==> src/hdl/pphp_pkg.sv <==
// Shared types and constants for the PID position controller with H-bridge PWM output.
package pphp_pkg;

	localparam int GAIN_FRAC_BITS = 24;
	localparam int POSITION_BITS  = 32;
	localparam int EF_W = (POSITION_BITS >= 32) ? POSITION_BITS + 1 : 33;

	localparam logic [63:0] TERM_CAP  = 64'h1000_0000_0000_0000;
	localparam logic [31:0] US_PER_S  = 32'd1000000;
	localparam logic [12:0] RECIP100_S = 13'd5243;     // 2^19/100, rounded up
	localparam logic [25:0] RECIP100_L = 26'd42949673; // 2^32/100, rounded up
	localparam logic [28:0] RECIP1M    = 29'd281474977; // 2^48/10^6, rounded up
	localparam logic [6:0]  DIV_STEPS = 7'd64;
	localparam logic [6:0]  DIV_STEPS_I = 7'd16;       // eight byte digits, each a quotient-digit and a remainder step

	typedef enum logic [2:0] {
		REG_GAIN_P,
		REG_GAIN_I,
		REG_GAIN_D,
		REG_DUTY_FLOOR,
		REG_DUTY_CEIL,
		REG_DEADBAND,
		REG_PWM_PERIOD
	} reg_idx_t;

	typedef enum logic [4:0] {
		OP_NONE, OP_EDGE, OP_LOAD, OP_ERR, OP_MEDT, OP_ACC, OP_PMUL, OP_PTERM,
		OP_MLO, OP_MHI, OP_MADD, OP_DINIT, OP_DITER, OP_TERM, OP_DSCALE, OP_DLOAD,
		OP_SPEED, OP_DUTY1, OP_DUTY2, OP_DUTY3, OP_DUTY4
	} op_t;

	typedef enum logic [4:0] {
		ST_IDLE, ST_ERR, ST_MEDT, ST_ACC, ST_PMUL, ST_PTERM, ST_MLO, ST_MHI, ST_MADD,
		ST_DINIT, ST_DITER, ST_TERM, ST_DSCALE, ST_DLOAD, ST_SPEED, ST_DUTY1, ST_DUTY2,
		ST_DUTY3, ST_DUTY4, ST_DONE
	} state_t;

	typedef struct packed {
		op_t  op;
		logic term_d;
	} cmd_t;

	typedef struct packed {
		logic dt_zero;
		logic div_last;
	} stat_t;

	typedef struct packed {
		logic [31:0] gain_p;
		logic [31:0] gain_i;
		logic [31:0] gain_d;
		logic [6:0]  duty_floor;
		logic [6:0]  duty_ceil;
		logic [15:0] deadband;
		logic [15:0] period;
	} cfg_t;

	typedef struct packed {
		logic        running;
		logic [15:0] duty_negative;
		logic [15:0] duty_positive;
		logic [7:0]  speed_pct;
		logic [31:0] error_pulses;
		logic        direction_negative;
		logic [31:0] position;
	} res_t;

endpackage

==> src/hdl/pphp_ctrl.sv <==
// Sequencer for encoder edges and the PID tick computation.
module pphp_ctrl (
	input  logic             clk,
	input  logic             arst_n,
	input  logic             in_valid,
	input  logic             in_kind,
	input  logic             out_free,
	input  pphp_pkg::stat_t  stat,
	output logic             in_ready,
	output logic             out_load,
	output pphp_pkg::cmd_t   cmd
);
	import pphp_pkg::*;

	state_t state_q, state_d;
	logic   term_d_q, term_d_d;

	always_ff @(posedge clk or negedge arst_n) begin
		if (!arst_n) begin
			state_q  <= ST_IDLE;
			term_d_q <= 1'b0;
		end else begin
			state_q  <= state_d;
			term_d_q <= term_d_d;
		end
	end

	always_comb begin
		state_d    = state_q;
		term_d_d   = term_d_q;
		in_ready   = 1'b0;
		out_load   = 1'b0;
		cmd.op     = OP_NONE;
		cmd.term_d = term_d_q;
		case (state_q)
			ST_IDLE: begin
				in_ready = 1'b1;
				if (in_valid) begin
					cmd.op  = in_kind ? OP_LOAD : OP_EDGE;
					state_d = in_kind ? ST_ERR : ST_DONE;
				end
			end
			ST_ERR: begin
				cmd.op  = OP_ERR;
				state_d = ST_MEDT;
			end
			ST_MEDT: begin
				cmd.op  = OP_MEDT;
				state_d = ST_ACC;
			end
			ST_ACC: begin
				cmd.op  = OP_ACC;
				state_d = ST_PMUL;
			end
			ST_PMUL: begin
				cmd.op  = OP_PMUL;
				state_d = ST_PTERM;
			end
			ST_PTERM: begin
				cmd.op   = OP_PTERM;
				term_d_d = 1'b0;
				state_d  = ST_MLO;
			end
			ST_MLO: begin
				cmd.op  = OP_MLO;
				state_d = ST_MHI;
			end
			ST_MHI: begin
				cmd.op  = OP_MHI;
				state_d = ST_MADD;
			end
			ST_MADD: begin
				cmd.op  = OP_MADD;
				state_d = ST_DINIT;
			end
			ST_DINIT: begin
				cmd.op  = OP_DINIT;
				state_d = ST_DITER;
			end
			ST_DITER: begin
				cmd.op = OP_DITER;
				if (stat.div_last) begin
					state_d = ST_TERM;
				end
			end
			ST_TERM: begin
				cmd.op  = OP_TERM;
				state_d = (!term_d_q && !stat.dt_zero) ? ST_DSCALE : ST_SPEED;
			end
			ST_DSCALE: begin
				cmd.op  = OP_DSCALE;
				state_d = ST_DLOAD;
			end
			ST_DLOAD: begin
				cmd.op   = OP_DLOAD;
				term_d_d = 1'b1;
				state_d  = ST_MLO;
			end
			ST_SPEED: begin
				cmd.op  = OP_SPEED;
				state_d = ST_DUTY1;
			end
			ST_DUTY1: begin
				cmd.op  = OP_DUTY1;
				state_d = ST_DUTY2;
			end
			ST_DUTY2: begin
				cmd.op  = OP_DUTY2;
				state_d = ST_DUTY3;
			end
			ST_DUTY3: begin
				cmd.op  = OP_DUTY3;
				state_d = ST_DUTY4;
			end
			ST_DUTY4: begin
				cmd.op  = OP_DUTY4;
				state_d = ST_DONE;
			end
			ST_DONE: begin
				if (out_free) begin
					out_load = 1'b1;
					state_d  = ST_IDLE;
				end
			end
			default: begin
				state_d = ST_IDLE;
			end
		endcase
	end

endmodule

==> config.mk <==
export PLATFORM = sky130hd
export DESIGN_NAME = pphp_ctrl
export DESIGN_NICKNAME = d
export VERILOG_FILES = /design/src/hdl/pphp_pkg.sv /design/src/hdl/pphp_ctrl.sv
export SDC_FILE = /design/constraint.sdc
export NUM_CORES = 1
export LEC_CHECK = 0
export BUFFER_PORTS_ARGS = -buffer_cell sky130_fd_sc_hd__buf_2
export CAP_MARGIN = 20
export CORE_AREA = 2 2 39 41
export CTS_CLUSTER_DIAMETER = 40
export DETAILED_ROUTE_END_ITERATION = 12
export DIE_AREA = 0 0 41 43
export MAX_ROUTING_LAYER = met4
export SYNTH_ARGS = -nofsm -noshare
export SYNTH_HDL_FRONTEND = slang
export SYNTH_SLANG_ARGS = --single-unit
==> constraint.sdc <==
create_clock -name clk -period 1.32 [get_ports clk]
set_input_delay 0.066 -clock clk [delete_from_list [all_inputs] [get_ports clk]]
set_output_delay 0.066 -clock clk [all_outputs]
set_load 0.01 [all_outputs]
==> flow_summary.yaml <==
run:
  max-cap-violations: 0
setup_path:
  arrival_ns: 1.35
  worst_path_max_delay_cell: "dfrtp_2"
  crit_chain: "buf_6, buf_6, xnor2_2, o32ai_2, buf_2"
  cp.required_ns: 1.25
  worstSetupPathType: "register to output port"
  cp_max_fo: 8
  path_common_cell: "buf_6"
  critPathCaptureType: "output port"
  cp_num_buf_inv: 3
  crit_path_max_incr_delay_ns: 0.47
  crit_family: "flip-flops"
  start_kind: "register"
placed_design:
  gp_congestion: 0.804
  placed_cell_area_um2: 621
  dpl.hpwl_um: 871
  portBuffers: 14
synth:
  synth_area_leaders: "dfrtp_1 28%, nand2_1 5.7%, clkbuf_8 5.2%, xnor2_1 5.0%, buf_6 4.3%"
  ys.flop_type: "dfrtp_1"
  synth_top_area_share_pct: 28.4
  synth_edf_count: 0
  ys_types: 33
  yosys-top-cells-count: "8 x nand2_1, 6 x dfrtp_1, 5 x nor2_1"
  synth.avg_cell_area_um2: 8.25
  yosysSeqAreaShare_pct: 28.4
  synth.most_common_cell: "nand2_1"
  yosysTopAreaCell: "dfrtp_1"
  ys_ff_latch: 6
  synthesis.nets: 71
  postSynthCellCount: 64
  syn_area_um2: 528
  synthArstFlopShare_pct: 100
  yosysWarnings: 0
detailed_routing:
  first_iter_violations: 12
  routedWlPerCell_um: 12.8
  postRouteAntennaNets: 0
  dr.pass1.iters: 4
  vias: 590
  drc: 0
  drt_wl_total_mm: 1.39
  viasPerCell: 5.46
die:
  die_w_um: 41
  die-area_mm2: 0.00176
  core_mm2: 0.00138
  io_pins: 15
  start_util_pct: 38.2
  rows: 14
  die_h_um: 43
cts:
  cts-root-buf: "clkbuf_4"
  ctsLongestPathBuffers: 2
  clkSinkCount: 6
  cts_tree: "done"
  cts-htree-levels: 1
  path_clk_slew_ns: 0.05
  insertion_delay_ns: 0.24
  cts_buffers: 3
min_path:
  min_path_type: "primary input to register"
sta:
  skew_ns: 0.00649
  finalSetupViolations: 9
  setup_ws_ns: -0.0949
  max-slew-margin-rel_pct: 82.9
  period_share_pct: 107
  fmax_mhz: 707
  hold_violations: 0
  slew_violations: 0
  rsz0062_at_grt: "yes"
  finalCriticalPeriod_ns: 1.41
  worst_slew_pin_slew_ns: 0.255
final_layout:
  drive_above_1_share_pct: 54.3
  stdcell_area_um2: 786
  fin_nets: 101
  final_util_pct: 56.8
  area_growth_pct: 48.8
  diodes: 0
power_and_ir_drop:
  power.density_mw_per_mm2: 2500
  p_leak_nw: 0.350
  vdd_ir_drop_max_mv: 1.03
status:
  status: "finished, violations left"
  violations: "setup timing"
global_route:
  antenna_found_initial: 0
  grt_pass1_vias: 497
  globalRouteTotalUtil_pct: 18.1
  grt_max_degree: 13
  grt_pass1_wl_mm: 2.04
  grt_overflow: 0
[layout make-up]
cell class	instances	area [um2]
Fill cell	121	598
Multi-Input combinational cell	50	358
Timing Repair Buffer	31	223
Sequential cell	6	155
Clock buffer	3	22.5
Tap cell	16	20.0
Inverter	2	7.51
[state kept, by name, indices dropped and copies added (netlist names)]
signal / count
state_q: 5
term_d_q: 1
[worst min-delay path, delay by kind of cell]
family                 cells  cell delay (ns)
buffers and inverters      1             0.11
and+or+nand+nor            2             0.19
[kinds of logic after synthesis]
logic type	after synthesis	share of synthesized area, %
xor+xnor	4	6.64
mux	1	2.13
buf+inv	8	13.7
flops	6	28.4
compound gates	13	16.6
simple gates	32	32.5
[worst paths after layout]
check / startpoint / endpoint / slack [ns] / cells past startpoint
worst max register to register: state_q[3]$_DFFE_PN0P_ / state_q[0]$_DFFE_PN0P_ / -0.06 / 4
worst min register to register: term_d_q$_DFFE_PN0P_ / term_d_q$_DFFE_PN0P_ / 0.53 / 1
max in group asynchronous: arst_n / state_q[1]$_DFFE_PN0P_ / 0.98 / 2
min in group asynchronous: arst_n / term_d_q$_DFFE_PN0P_ / 0.17 / 2
worst min-delay path: in_valid / state_q[1]$_DFFE_PN0P_ / 0.16 / 3
worst max-delay path: state_q[2]$_DFFE_PN0P_ / cmd[3] / -0.09 / 5
[where the power goes]
group / internal [mW] / switching [mW] / total (mW) / leakage (nW)
combinational: 0.742 / 0.580 / 1.32 / 0.265
sequential: 0.274 / 0.199 / 0.474 / 0.0709
clock: 0.103 / 0.0629 / 0.166 / 0.0138
total: 1.12 / 0.842 / 1.96 / 0.350
[cell usage in the layout (no fill, tap or decap), drive strengths merged, types with 2 or more instances in the layout]
master and n:
nor2 5, nor3 3, xnor2 3, a31oi 2, dfrtp 6, o21ai 3
or2 3, inv 2, clkbuf 3, and2 2, nand4b 2, a21oi 2
nand2 8, buf 30, or3 3, nand4 2
[stage by stage]
stage                     TNS [ns]  total power [mW]  setup slack (ns)  cells  hold WS (ns)
final                       -0.435              1.96           -0.0949    108         0.164
after global routing         -1.13              2.11            -0.161    108         0.167
after CTS                   -0.457              1.84           -0.0888    107         0.154
after detailed placement         0              1.43           0.00182     97        -0.103
after global placement           0              1.42            0.0247     97        -0.104
after floorplan                  0              1.15            0.0803     64        -0.230
[timing repair]
item | 4_1_cts | 5_1_grt
pin swaps | 5 | 6
setup buffers | 6 | 2
resized for setup | 13 | 10
endpoints found under the hold margin | 6 | 0
hold buffers | 1 | 0
setup endpoints to repair | 8 | 12
[metal layers]
metal	up-vias	global-route usage, %	routed length, um
met5	-	-	0
met4	0	6.00	14
met3	2	6.28	54
met2	15	25.3	699
met1	290	23.8	617
li1	283	-	-
Power figures use the tool's default switching activity.
